--- src/rtl/avsm_pkg.sv ---
// Package for the averaging voltmeter with multiplexed seven-segment display.
// Holds scan phase and cathode codes, the segment table, digit split and result type.
// No dependencies.
`default_nettype none

package avsm_pkg;

  localparam int SamplesDefault = 40;

  localparam int          PAddrW            = 3;
  localparam int          PDataW            = 32;
  localparam logic [0:0]  REG_FAULT_THRESHOLD = 1'b0;
  localparam logic [7:0]  ThresholdReset    = 8'd10;

  localparam logic [7:0] FaultPattern = 8'h8E;
  localparam logic [7:0] DpBit        = 8'h01;

  localparam logic [1:0] PHASE_BLANK  = 2'd0;
  localparam logic [1:0] PHASE_FIRST  = 2'd1;
  localparam logic [1:0] PHASE_SECOND = 2'd2;
  localparam logic [1:0] PHASE_THIRD  = 2'd3;

  localparam logic [2:0] CATH_OFF    = 3'b111;
  localparam logic [2:0] CATH_FIRST  = 3'b110;
  localparam logic [2:0] CATH_SECOND = 3'b101;
  localparam logic [2:0] CATH_THIRD  = 3'b011;

  typedef struct packed {
    logic [1:0] hundreds;
    logic [3:0] tens;
    logic [3:0] ones;
  } digits_t;

  typedef struct packed {
    logic [7:0] segments;
    logic [2:0] cathodes;
    logic [7:0] average_value;
  } result_t;

  function automatic logic [7:0] seg_pattern(logic [3:0] d);
    logic [7:0] p;
    case (d)
      4'd0:    p = 8'h7E;
      4'd1:    p = 8'h18;
      4'd2:    p = 8'hB6;
      4'd3:    p = 8'hBC;
      4'd4:    p = 8'hD8;
      4'd5:    p = 8'hEC;
      4'd6:    p = 8'hEE;
      4'd7:    p = 8'h38;
      4'd8:    p = 8'hFE;
      4'd9:    p = 8'hFC;
      default: p = 8'h7E;
    endcase
    return p;
  endfunction

  // Divide the two-digit remainder by ten through a reciprocal multiply.
  function automatic digits_t split_digits(logic [7:0] v);
    logic [1:0]  h;
    logic [6:0]  r;
    logic [14:0] p;
    logic [3:0]  t;
    logic [6:0]  t10;
    digits_t     d;
    if (v >= 8'd200) begin
      h = 2'd2;
      r = 7'(v - 8'd200);
    end else if (v >= 8'd100) begin
      h = 2'd1;
      r = 7'(v - 8'd100);
    end else begin
      h = 2'd0;
      r = v[6:0];
    end
    p   = 15'(r) * 15'd205;
    t   = p[14:11];
    t10 = 7'(t) * 7'd10;
    d.hundreds = h;
    d.tens     = t;
    d.ones     = 4'(r - t10);
    return d;
  endfunction

endpackage

`default_nettype wire

--- src/rtl/avsm_if.sv ---
// Valid/ready channel interfaces for the voltmeter samples and display results.
// No dependencies.
`default_nettype none

interface avsm_sample_if;
  logic       valid;
  logic       ready;
  logic [7:0] adc_sample;
  modport source (output valid, output adc_sample, input ready);
  modport sink (input valid, input adc_sample, output ready);
endinterface

interface avsm_result_if;
  logic       valid;
  logic       ready;
  logic [7:0] segments;
  logic [2:0] cathodes;
  logic [7:0] average_value;
  modport source (output valid, output segments, output cathodes, output average_value,
                  input ready);
  modport sink (input valid, input segments, input cathodes, input average_value,
                output ready);
endinterface

`default_nettype wire

--- src/rtl/avsm_display.sv ---
// Digit decode for one scan phase: digit split, segment lookup, decimal point, fault.
// Depends on avsm_pkg.
`default_nettype none

module avsm_display (
  input  wire logic [1:0] phase,
  input  wire logic [7:0] average,
  input  wire logic [7:0] threshold,
  output logic      [7:0] segments,
  output logic      [2:0] cathodes
);
  import avsm_pkg::*;

  digits_t    digits;
  logic [7:0] pattern;

  assign digits = split_digits(average);

  always_comb begin
    case (phase)
      PHASE_FIRST: begin
        pattern  = seg_pattern({2'b00, digits.hundreds});
        cathodes = CATH_FIRST;
      end
      PHASE_SECOND: begin
        pattern  = seg_pattern(digits.tens) | DpBit;
        cathodes = CATH_SECOND;
      end
      PHASE_THIRD: begin
        pattern  = seg_pattern(digits.ones);
        cathodes = CATH_THIRD;
      end
      default: begin
        pattern  = 8'h00;
        cathodes = CATH_OFF;
      end
    endcase
  end

  assign segments = (average < threshold) ? FaultPattern : pattern;

endmodule

`default_nettype wire

--- src/rtl/averaging_voltmeter_seven_segment_mux_top.sv ---
// Averaging voltmeter with a multiplexed three-digit seven-segment display.
// A result goes to the output register, or to the skid register while one waits.
// Throughput: one sample per cycle while results are taken; the skid register keeps
// the input open while a result waits, so only the output side sets the rate.
// Reset (rst, synchronous): scan phase, accumulator, average and held segments
// clear, the fault threshold returns to 10, both result registers empty.
`default_nettype none

module averaging_voltmeter_seven_segment_mux_top #(
  parameter int SAMPLES = avsm_pkg::SamplesDefault
) (
  input  wire logic                         clk,
  input  wire logic                         rst,
  input  wire logic                         psel,
  input  wire logic                         penable,
  input  wire logic                         pwrite,
  input  wire logic [avsm_pkg::PAddrW-1:0]  paddr,
  input  wire logic [avsm_pkg::PDataW-1:0]  pwdata,
  output logic      [avsm_pkg::PDataW-1:0]  prdata,
  output logic                              pready,
  avsm_sample_if.sink                       sample_ch,
  avsm_result_if.source                     result_ch
);
  import avsm_pkg::*;

  localparam int CountW = (SAMPLES > 1) ? $clog2(SAMPLES) : 1;
  localparam int SumW   = 8 + CountW;
  localparam int Shift  = SumW + CountW;
  localparam int MulW   = SumW + 2;
  localparam int ProdW  = SumW + MulW;
  localparam logic [MulW-1:0] Recip =
    MulW'(((64'd1 << Shift) + 64'(SAMPLES) - 64'd1) / 64'(SAMPLES));

  logic [7:0]        threshold;
  logic [1:0]        phase;
  logic [CountW-1:0] sample_count;
  logic [SumW-1:0]   sample_sum;
  logic [7:0]        average_reg;
  logic [7:0]        segment_hold;

  logic [1:0]        phase_next;
  logic [CountW-1:0] sample_count_next;
  logic [SumW-1:0]   sample_sum_next;
  logic [7:0]        average_next;
  logic [7:0]        segment_hold_next;

  logic              accept;
  logic              cfg_write;
  logic [SumW-1:0]   sum_add;
  logic [CountW:0]   count_inc;
  logic [ProdW-1:0]  product;
  logic [7:0]        disp_segments;
  logic [2:0]        disp_cathodes;
  result_t           result_next;

  result_t           out_data;
  logic              out_valid;
  result_t           skid_data;
  logic              skid_valid;
  logic              out_fire;

  // configuration port
  assign pready    = 1'b1;
  assign cfg_write = psel && penable && pwrite && pready
                     && (paddr[PAddrW-1:2] == REG_FAULT_THRESHOLD);

  always_comb begin
    if (paddr[PAddrW-1:2] == REG_FAULT_THRESHOLD) begin
      prdata = PDataW'(threshold);
    end else begin
      prdata = '0;
    end
  end

  always_ff @(posedge clk) begin
    if (rst) begin
      threshold <= ThresholdReset;
    end else if (cfg_write) begin
      threshold <= pwdata[7:0];
    end
  end

  // datapath for one sample
  assign accept    = sample_ch.valid && sample_ch.ready;
  assign sum_add   = sample_sum + SumW'(sample_ch.adc_sample);
  assign count_inc = {1'b0, sample_count} + (CountW+1)'(1);
  assign product   = ProdW'(sum_add) * ProdW'(Recip);

  avsm_display u_display (
    .phase     (phase),
    .average   (average_reg),
    .threshold (threshold),
    .segments  (disp_segments),
    .cathodes  (disp_cathodes)
  );

  always_comb begin
    phase_next        = phase + 2'd1;
    sample_count_next = sample_count;
    sample_sum_next   = sample_sum;
    average_next      = average_reg;
    segment_hold_next = disp_segments;
    if (phase == PHASE_BLANK) begin
      segment_hold_next = segment_hold;
      if (count_inc == (CountW+1)'(SAMPLES)) begin
        sample_count_next = '0;
        sample_sum_next   = '0;
        average_next      = product[Shift +: 8];
      end else begin
        sample_count_next = count_inc[CountW-1:0];
        sample_sum_next   = sum_add;
      end
    end
    result_next.segments      = segment_hold_next;
    result_next.cathodes      = disp_cathodes;
    result_next.average_value = average_next;
  end

  always_ff @(posedge clk) begin
    if (rst) begin
      phase        <= PHASE_BLANK;
      sample_count <= '0;
      sample_sum   <= '0;
      average_reg  <= '0;
      segment_hold <= '0;
    end else if (accept) begin
      phase        <= phase_next;
      sample_count <= sample_count_next;
      sample_sum   <= sample_sum_next;
      average_reg  <= average_next;
      segment_hold <= segment_hold_next;
    end
  end

  // output register with skid stage
  assign sample_ch.ready = !skid_valid;
  assign out_fire        = out_valid && result_ch.ready;

  always_ff @(posedge clk) begin
    if (rst) begin
      out_valid  <= 1'b0;
      skid_valid <= 1'b0;
    end else begin
      if (accept) begin
        if (!out_valid || out_fire) begin
          out_valid <= 1'b1;
        end else begin
          skid_valid <= 1'b1;
        end
      end else if (out_fire) begin
        out_valid  <= skid_valid;
        skid_valid <= 1'b0;
      end
    end
  end

  always_ff @(posedge clk) begin
    if (accept) begin
      if (!out_valid || out_fire) begin
        out_data <= result_next;
      end else begin
        skid_data <= result_next;
      end
    end else if (out_fire && skid_valid) begin
      out_data <= skid_data;
    end
  end

  assign result_ch.valid         = out_valid;
  assign result_ch.segments      = out_data.segments;
  assign result_ch.cathodes      = out_data.cathodes;
  assign result_ch.average_value = out_data.average_value;

endmodule

`default_nettype wire
--- src/flat_wrapper.sv ---
// flat-port wrapper written by rule: the top's interface ports become plain ports
module averaging_voltmeter_seven_segment_mux_top_flat import avsm_pkg::*;
#(
  parameter int SAMPLES = avsm_pkg::SamplesDefault
)
  (clk, rst, psel, penable, pwrite, paddr, pwdata, prdata, pready, sample_ch_valid, sample_ch_adc_sample, sample_ch_ready, result_ch_valid, result_ch_segments, result_ch_cathodes, result_ch_average_value, result_ch_ready);
  avsm_sample_if sample_ch_i ();
  avsm_result_if result_ch_i ();
  input  wire logic clk;
  input  wire logic rst;
  input  wire logic psel;
  input  wire logic penable;
  input  wire logic pwrite;
  input  wire logic [avsm_pkg::PAddrW-1:0] paddr;
  input  wire logic [avsm_pkg::PDataW-1:0] pwdata;
  output logic      [avsm_pkg::PDataW-1:0] prdata;
  output logic pready;
  input wire logic [$bits(sample_ch_i.valid)-1:0] sample_ch_valid;
  input wire logic [$bits(sample_ch_i.adc_sample)-1:0] sample_ch_adc_sample;
  output wire logic [$bits(sample_ch_i.ready)-1:0] sample_ch_ready;
  output wire logic [$bits(result_ch_i.valid)-1:0] result_ch_valid;
  output wire logic [$bits(result_ch_i.segments)-1:0] result_ch_segments;
  output wire logic [$bits(result_ch_i.cathodes)-1:0] result_ch_cathodes;
  output wire logic [$bits(result_ch_i.average_value)-1:0] result_ch_average_value;
  input wire logic [$bits(result_ch_i.ready)-1:0] result_ch_ready;
  assign sample_ch_i.valid = sample_ch_valid;
  assign sample_ch_i.adc_sample = sample_ch_adc_sample;
  assign sample_ch_ready = sample_ch_i.ready;
  assign result_ch_valid = result_ch_i.valid;
  assign result_ch_segments = result_ch_i.segments;
  assign result_ch_cathodes = result_ch_i.cathodes;
  assign result_ch_average_value = result_ch_i.average_value;
  assign result_ch_i.ready = result_ch_ready;
  averaging_voltmeter_seven_segment_mux_top #(.SAMPLES(SAMPLES)) u_core (.clk(clk), .rst(rst), .psel(psel), .penable(penable), .pwrite(pwrite), .paddr(paddr), .pwdata(pwdata), .prdata(prdata), .pready(pready), .sample_ch(sample_ch_i), .result_ch(result_ch_i));
endmodule
--- config.mk ---
export PLATFORM = sky130hd
export DESIGN_NAME = averaging_voltmeter_seven_segment_mux_top_flat
export DESIGN_NICKNAME = d
export VERILOG_FILES = /design/src/rtl/avsm_pkg.sv /design/src/rtl/avsm_if.sv /design/src/rtl/avsm_display.sv /design/src/rtl/averaging_voltmeter_seven_segment_mux_top.sv /design/src/flat_wrapper.sv
export SDC_FILE = /design/constraint.sdc
export NUM_CORES = 1
export LEC_CHECK = 0
export BUFFER_PORTS_ARGS = -buffer_cell sky130_fd_sc_hd__buf_2
export CAP_MARGIN = 20
export CORE_UTILIZATION = 35
export CTS_CLUSTER_SIZE = 24
export DETAILED_ROUTE_END_ITERATION = 16
export PLACE_DENSITY = 0.49
export SLEW_MARGIN = 10
export SYNTH_ARGS = -nofsm -noshare
export SYNTH_HDL_FRONTEND = slang
export SYNTH_SLANG_ARGS = --single-unit
--- constraint.sdc ---
create_clock -name clk -period 11.4 [get_ports clk]
set_clock_uncertainty 0.05 [all_clocks]
set_input_delay 2.28 -clock clk [delete_from_list [all_inputs] [get_ports clk]]
set_output_delay 2.28 -clock clk [all_outputs]
set_load 0.005 [all_outputs]
# Yosys cells after proc, flatten, opt, wreduce, memory -nomap -nowiden
# Memory sizes are Yosys's and may differ from the RTL's.
# Index checks and enable logic that the tools add are counted.
# classes
addsub	6
shift	0
n_eq_ne	9
reduce_logical	18
bitwise_logic	2
n_mux	23
order_cmp	3
div_mod_pow	0
n_mul	3
# ops
op	n
two-way mux 19 bit	3
two-way mux 8 bit	5
case mux 8 bit (4 select lines)	1
multiplier 14 x 15 -> 28 bit (second input constant)	1
case mux 8 bit (3 select lines)	1
multiplier 7 x 8 -> 15 bit (second input constant)	1
adder 14 x 8 -> 14 bit	1
two-way mux 14 bit	1
two-way mux 7 bit	2
subtractor 7 bit (second input constant)	2
AND reduction 2 bit	5
case mux 3 bit (3 select lines)	1
== test 2 bit (second input constant)	4
>= comparator 8 x 7 -> 1 bit (second input constant)	1
>= comparator 8 bit (second input constant)	1
less-than comparator 8 bit	1
adder 6 x 1 -> 7 bit (second input constant)	1
== test 7 x 6 -> 1 bit (second input constant)	1
two-way mux 1 bit	7
logical AND 1 bit	6
two-way mux 6 bit	1
== test 2 x 1 -> 1 bit (second input constant)	2
logical NOT 2 bit	2
multiplier 4 x 3 -> 3 bit (second input constant)	1
other kinds (8)	12
# word_totals
output_inout_bits	54
mem_count	2
elab_cells	80
romBits	224
latchBits	0
regBits	86
input_bits	50
ramBits	0
# mem_list
memory	words	word_bits	read_ports	rd_clocked_by_memory_dff	write_ports	line	source
(name not given)	16	7	1	0	0	avsm_pkg.sv:42	case (d)
(name not given)	16	7	1	0	0	avsm_pkg.sv:42	

# Longest topological paths before layout
# Gate-level depths: netlist of the first run.
# An unclocked memory read counts as a cell.
# depth
ltp_word	12
depth_mapped	34
depth_no_buf	34

# Modules after synthesis
# Synthesis of the first run repeated with hierarchy kept, for this count alone.
# unflattened
hier_cells	1083
area_unflattened_um2	9815.7
# by_module_without_submodules
module	seq_area_each_um2	area_per_inst_um2	n_inst	cells_each
averaging_voltmeter_seven_segment_mux_top	2102.0	7756.2	1	821
avsm_display	0.0	2059.5	1	262

# Worst setup path after synthesis of the first run
# OpenSTA, ideal clock, no wires.
# synth_path
path_kind	input port to flip-flop
start	in sample_ch_adc_sample[0]
end	reg u_core.out_data (netlist bit u_core.result_ch.average_value[5]), data pin
path_buffers	0
setup_ns	0.260
path_stages	33
arrival_ns	9.807
setup_slack_ns	1.284
t_required_ns	11.090
path_cell_list	ha_1 inv_1 fa_1 nor2b_1 o21ai_0 a21boi_0 o21ai_0 a21boi_0 o21ai_0 a211oi_1 xor2_1 inv_1 fa_1 inv_1 fa_1 fa_1 fa_1 inv_1 fa_1 inv_1 fa_1 inv_1 ha_1 a21o_1 a21o_1 a21oi_1 o21bai_1 a211oi_1 a21oi_1 o41a_1 xor2_1 mux2_2 mux2_2
# synth_between
elab_chain_len	6
# synth_lines
item	line	source
start: declaration	flat_wrapper.sv:19	input wire logic [$bits(sample_ch_i.adc_sample)-1:0] sample_ch_adc_sample;
adder 14 x 8 -> 14 bit	averaging_voltmeter_seven_segment_mux_top.sv:85	assign sum_add = sample_sum + SumW'(sample_ch.adc_sample);
multiplier 14 x 15 -> 28 bit	averaging_voltmeter_seven_segment_mux_top.sv:87	assign product = ProdW'(sum_add) * ProdW'(Recip);
two-way mux 8 bit	averaging_voltmeter_seven_segment_mux_top.sv:105	if (count_inc == (CountW+1)'(SAMPLES)) begin
two-way mux 8 bit	averaging_voltmeter_seven_segment_mux_top.sv:103	if (phase == PHASE_BLANK) begin
via u_core.average_next[5]	averaging_voltmeter_seven_segment_mux_top.sv:44	logic [7:0] average_next;
two-way mux 19 bit	averaging_voltmeter_seven_segment_mux_top.sv:159	if (!out_valid || out_fire) begin
two-way mux 19 bit	averaging_voltmeter_seven_segment_mux_top.sv:158	if (accept) begin
end signal: assignment	averaging_voltmeter_seven_segment_mux_top.sv:160	out_data <= result_next;
end signal: assignment	averaging_voltmeter_seven_segment_mux_top.sv:165	out_data <= skid_data;
end: declaration	averaging_voltmeter_seven_segment_mux_top.sv:56	result_t out_data;
# The timed path passes the listed nets, and every way through them passes these cells. The select of a mux whose other input is x is not followed.
# A chain may end at the register's enable or synchronous reset.

# Final worst setup path of the first run
# layout_path
start	in sample_ch_adc_sample[1]
end	reg u_core.out_data (netlist bit u_core.result_ch.average_value[5]), data pin
# The elaborated chain is that of the path after synthesis.

==> flow_summary.toml, run 1 <==
[yosys]
synth_top_flop_cell = "dfxtp_1"
syn_area_um2 = 9510
async_flop_share = 0
synthCells = 1037
synth.yosys.seq_area_share = 0.221
synth_edf_count = 38
synth_warnings = 0
yosysUniqueCellTypes = 80
syn_avg_cell_area_um2 = 9.17
ys_seq_elements = 86

[setup_path]
crit_arrival_ps = 10540
timing.rr.start = "u_core.sample_sum[0]"
cp-start-kind = "primary input"
worstReg2RegEnd = "u_core.result_ch.average_value[5]"
rrSetupSlack_ps = 2600
cp_max_fo = 5
cp_slowest_cell = "fa_1"
crit_path_end = "u_core.result_ch.average_value[5]"
critical_path.max_stage_delay_ps = 520
worst_setup_path_end_kind = "register"
cp-startpoint = "sample_ch_adc_sample[1]"
worstSetupPathType = "primary input to register"
cp_common_cell = "fa_1"
required_ps = 11450
rr_worst_depth = 33

[clock_tree]
hold_buffers = 0
numCtsBuffers = 9
cts_buffer_depth = 2
cts_resized = 0
cts-root-buf = "clkbuf_16"
cts_max_level = 3
cts_tree = "done"
cts_sinks = 86
clk_latency_ps = 350
post_cts_buffers = 0
clk_pin_slew_ps = 60

[timing]
period_share = 0.920
period_needed_ps = 10490
tightest_slew_ps = 982
hold_violations = 0
relSlewSlack = 0.346
setup_violations = 0
rsz0062_at_grt = "false"
fin_setup_tns_ps = 0
whs_ps = 405
fmax_ghz = 0.0953
slew_viol_final = 0

[die]
num_rows = 59
dieArea_um2 = 27800
dieHeight_um = 167
io_pins = 104
die_w_um = 167
core_um2 = 26400
start_util = 0.361

[hold_path]
hp-start = "u_core.threshold[7]"
min_path_type = "register to register"

[global_route]
grt_max_degree = 48
antenna_found_initial = 0
grt_pass1_vias = 6803
groute.usage.overall = 0.159
overflow = 0
grt_pass1_wl_um = 35400

[power_and_ir_drop]
irDropWorstVdd_mv = 0.205
p_per_area_nw_per_um2 = 217
leakagePower_nw = 5.06

[detailed_routing]
drc_errors = 0
vias = 6925
vias_per_cell = 4.88
avgRoutedWirePerCell_um = 14.9
ant_nets = 0
drt_pass1_iterations = 5
drt_iter0_markers = 332
wirelength_um = 21200

[final_layout]
final_nets = 1371
multi_input_area_um2 = 6540
seq_area_um2 = 2100
syn2layout_area_growth_pct = 8.63
antennaDiodeCount = 0
mostFrequentLayoutCells = "inv_1 (179), ha_1 (172), nand2_1 (88)"
fill_cells = 2702
regMostFlops = "u_core.skid_data"
drive_above_1_share = 0.0868
largest_reg_flops = 19
final_common_cell = "inv_1"
reg_top3 = "u_core.skid_data (19), u_core.sample_sum (14)"

[place]
dp.final_hpwl_um = 17200
place_congestion = 0.791
port_buffers = 52

[run]
cap_violations = 0

[outcome]
run_status = "complete, no violations"
-- Yosys cell counts (5+ instances only) --
| master | instances | share of area |
|---|---|---|
| dfxtp_1 | 48 | 0.10 |
| xor2_1 | 10 | 0.0092 |
| mux2i_1 | 5 | 0.0053 |
| a31oi_1 | 7 | 0.0046 |
| clkbuf_1 | 18 | 0.0071 |
| o21ai_0 | 33 | 0.017 |
| nor3_1 | 13 | 0.0068 |
| a21oi_1 | 53 | 0.028 |
| nand4_1 | 9 | 0.0059 |
| buf_2 | 5 | 0.0026 |
| o21ai_1 | 6 | 0.0032 |
| xnor2_1 | 19 | 0.017 |
| nor2b_1 | 6 | 0.0039 |
| fa_1 | 71 | 0.15 |
| edfxtp_1 | 38 | 0.12 |
| nand2_1 | 88 | 0.035 |
| inv_1 | 179 | 0.071 |
| nor2_1 | 76 | 0.030 |
| o21a_1 | 9 | 0.0071 |
| a22oi_1 | 9 | 0.0071 |
| o211ai_1 | 8 | 0.0063 |
| nand3_1 | 14 | 0.0074 |
| a21o_1 | 12 | 0.0095 |
| buf_4 | 25 | 0.020 |
| ha_1 | 172 | 0.23 |
| a211oi_1 | 14 | 0.011 |
-- metrics by stage --
step                 util  total power [W]  area [µm²]  worst slack [ps]  cells
floorplan               -          0.00156        9600              1280   1060
global placement    0.380          0.00196       10000               549   1401
detailed placement  0.380          0.00197       10000               566   1401
CTS                 0.392          0.00230       10300               900   1417
global route        0.392          0.00261       10300               287   1418
finish              0.392          0.00224       10300               909   1418
-- report_power, final --
part | switching [W] | internal, W
registers | 0.0000130 | 0.000344
logic | 0.000923 | 0.000654
clock network | 0.000139 | 0.000173
-- cell type report --
class | count | share of cell area
clock buffer | 10 | 0.0222
clock inverter | 6 | 0.00678
inverter | 179 | 0.0650
multi-input combinational | 745 | 0.633
sequential | 86 | 0.203
tap | 335 | 0.0406
timing repair buffer | 57 | 0.0295
-- worst max-delay path: cells and delay by family --
family	cells	cell delay [ps]
adder cells (fa/ha/maj)	8	3520
AO/OA/AOI/OAI	14	2830
XOR/XNOR	2	670
multiplexers	2	580
buffers and inverters	5	360
AND/OR/NAND/NOR	1	290
-- kinds of logic (layout without fill, tap and decap cells) --
group / count (synthesis) / in the layout / share of synthesized area
and+or+nand+nor: 238 / 238 / 0.114
xor gates and xnor gates: 31 / 31 / 0.0321
other: 2 / 25 / 0.000789
buffers and inverters: 229 / 252 / 0.102
muxes: 7 / 7 / 0.00763
DFF: 86 / 86 / 0.221
AOI/OAI and AO/OA: 201 / 201 / 0.147
adders and majority gates: 243 / 243 / 0.376
-- how the worst min path moves through the flow --
stage / to / slack, ps / cells past startpoint
after floorplan: u_core.sample_sum[0] / 390 / 2
after global placement: u_core.threshold[7] / 390 / 2
after detailed placement: u_core.threshold[7] / 400 / 2
after CTS: u_core.threshold[7] / 410 / 2
after global routing: u_core.threshold[5] / 420 / 2
final: u_core.threshold[7] / 410 / 2
-- layer usage --
metal / GRT usage / vias up / share of wire
met5: 0 / - / 0
met4: 0.0290 / 0 / 0.0088
met3: 0.0223 / 12 / 0.029
met2: 0.237 / 109 / 0.42
met1: 0.242 / 3260 / 0.55
li1: - / 3544 / -
Power figures use the tool's default switching activity.
==> run 2: changes to the inputs <==
BUFFER_PORTS_ARGS = -buffer_cell sky130_fd_sc_hd__buf_4   (was -buffer_cell sky130_fd_sc_hd__buf_2)
GPL_TIMING_DRIVEN = 0   (was not set)
==> run 2 against run 1 <==
Compared with the run above: sequential share of layout area shrank 0.72 points; maximum frequency shrank 2.2%; non-clock buffer count grew 45; sequential power is essentially flat; combinational power is essentially flat; clock power is essentially flat; largest cell class unchanged; cell count grew 3.2%; highest routed layer unchanged; critical path depth grew 2.
==> flow_summary.toml, run 2 (same netlist as run 1, synthesis figures left out) <==
[setup_path]
cp_max_fo = 4
cp-start-kind = "primary input"
cp_slowest_cell = "fa_1"
worstSetupPathType = "primary input to register"
critical_path.max_stage_delay_ps = 530
required_ps = 11430
rr_worst_depth = 33
cp_common_cell = "fa_1"
worst-path-buf-inv = 7
worstSetupPathDepth = 34
critPathTopFamily = "adder cells"
crit_arrival_ps = 10760
worst_setup_path_end_kind = "register"

[detailed_routing]
vias_per_cell = 4.84
drt_iter0_markers = 374
ant_nets = 0
wirelength_um = 22400
drc_errors = 0
avgRoutedWirePerCell_um = 15.3
vias = 7084
drt_pass1_iterations = 5

[final_layout]
regMostFlops = "u_core.skid_data"
reg_top3 = "u_core.skid_data (19), u_core.sample_sum (14)"
final_nets = 1416
largest_reg_flops = 19
fin_area_um2 = 10700
drive_above_1_share = 0.105
syn2layout_area_growth_pct = 12.6
fill_cells = 2688
antennaDiodeCount = 0
mostFrequentLayoutCells = "inv_1 (179), ha_1 (172), nand2_1 (88)"
final_common_cell = "inv_1"

[clock_tree]
cts_buffer_depth = 2
numCtsBuffers = 9
cts_resized = 0
clk_pin_slew_ps = 70
cts_sinks = 86
clk_latency_ps = 350
post_cts_buffers = 0
cts_tree = "done"
cts-root-buf = "clkbuf_16"
hold_buffers = 0
cts_max_level = 3

[place]
port_buffers = 51
place_congestion = 0.806
placed_area_um2 = 10400
dp.final_hpwl_um = 18600

[global_route]
overflow = 0
grt_max_degree = 20
antenna_found_initial = 0
grt_pass1_vias = 6945
groute.usage.overall = 0.167
grt_pass1_wl_um = 37100

[timing]
hold_violations = 0
tightest_slew_ps = 936
fmax_ghz = 0.0932
rsz0062_at_grt = "false"
relSlewSlack = 0.366
setup_violations = 0
period_needed_ps = 10730
slew_viol_final = 0
period_share = 0.941
fin_setup_tns_ps = 0

[die]
core_um2 = 26400
die_w_um = 167
dieHeight_um = 167
dieArea_um2 = 27800
num_rows = 59
io_pins = 104
start_util = 0.361

[power_and_ir_drop]
p_per_area_nw_per_um2 = 213
leakagePower_nw = 5.26
irDropWorstVdd_mv = 0.247

[outcome]
run_status = "complete, no violations"

[run]
cap_violations = 0

[hold_path]
min_path_type = "register to register"
worstHoldPathCells = 2
## run 2: cell count changes in the layout (fill, tap and decap cells not counted), moves of 2 or more
cell and change:
buf_2 -47, clkbuf_1 +18, buf_4 +72, buf_6 +2
## run 2: per-layer routing
metal,wire length [µm],vias to the layer above,global-route usage,share of wire
met5,0,-,0,0
met4,157,0,0.0266,0.0070
met3,630,12,0.0216,0.028
met2,9400,108,0.253,0.42
met1,12200,3320,0.255,0.55
li1,-,3644,-,-
## run 2: final timing paths
kind	from	to	slack [ps]
worst max-delay path	sample_ch_adc_sample[0]	u_core.result_ch.average_value[6]	670
worst min-delay path	u_core.threshold[7]	u_core.threshold[7]	410
worst max register to register	u_core.sample_sum[0]	u_core.result_ch.average_value[6]	2320
worst min register to register	u_core.threshold[7]	u_core.threshold[7]	410
## run 2: cell type report
class                           instances  area, µm²  share of cell area
Multi-Input combinational cell        745       6530               0.610
Inverter                              179        672              0.0627
Buffer                                 50        295              0.0276
Timing Repair Buffer                   52        394              0.0368
Sequential cell                        86       2100               0.196
Tap cell                              335        419              0.0391
Clock inverter                          6       70.1             0.00654
Clock buffer                           10        229              0.0214
## run 2: stage by stage
step / utilization / total power [W] / worst slack [ps] / cells / hold WS, ps
3_3_place_gp: 0.395 / 0.00198 / 285 / 1446 / 393
2_1_floorplan: - / 0.00156 / 1280 / 1060 / 386
3_5_place_dp: 0.395 / 0.00199 / 309 / 1447 / 401
4_1_cts: 0.407 / 0.00232 / 647 / 1463 / 411
6_report: 0.407 / 0.00228 / 674 / 1463 / 410
5_1_grt: 0.407 / 0.00264 / 3.77 / 1463 / 425
## run 2: power breakdown
| group | switching, W | internal, W |
|---|---|---|
| clock network | 0.000139 | 0.000173 |
| logic | 0.000937 | 0.000673 |
| registers | 0.0000136 | 0.000344 |
## run 2: tightest hold or removal path: cells and delay by family (launching register included)
kind	cells	cell delay, ps
flops	1	310
simple gates	1	50
compound gates	1	50
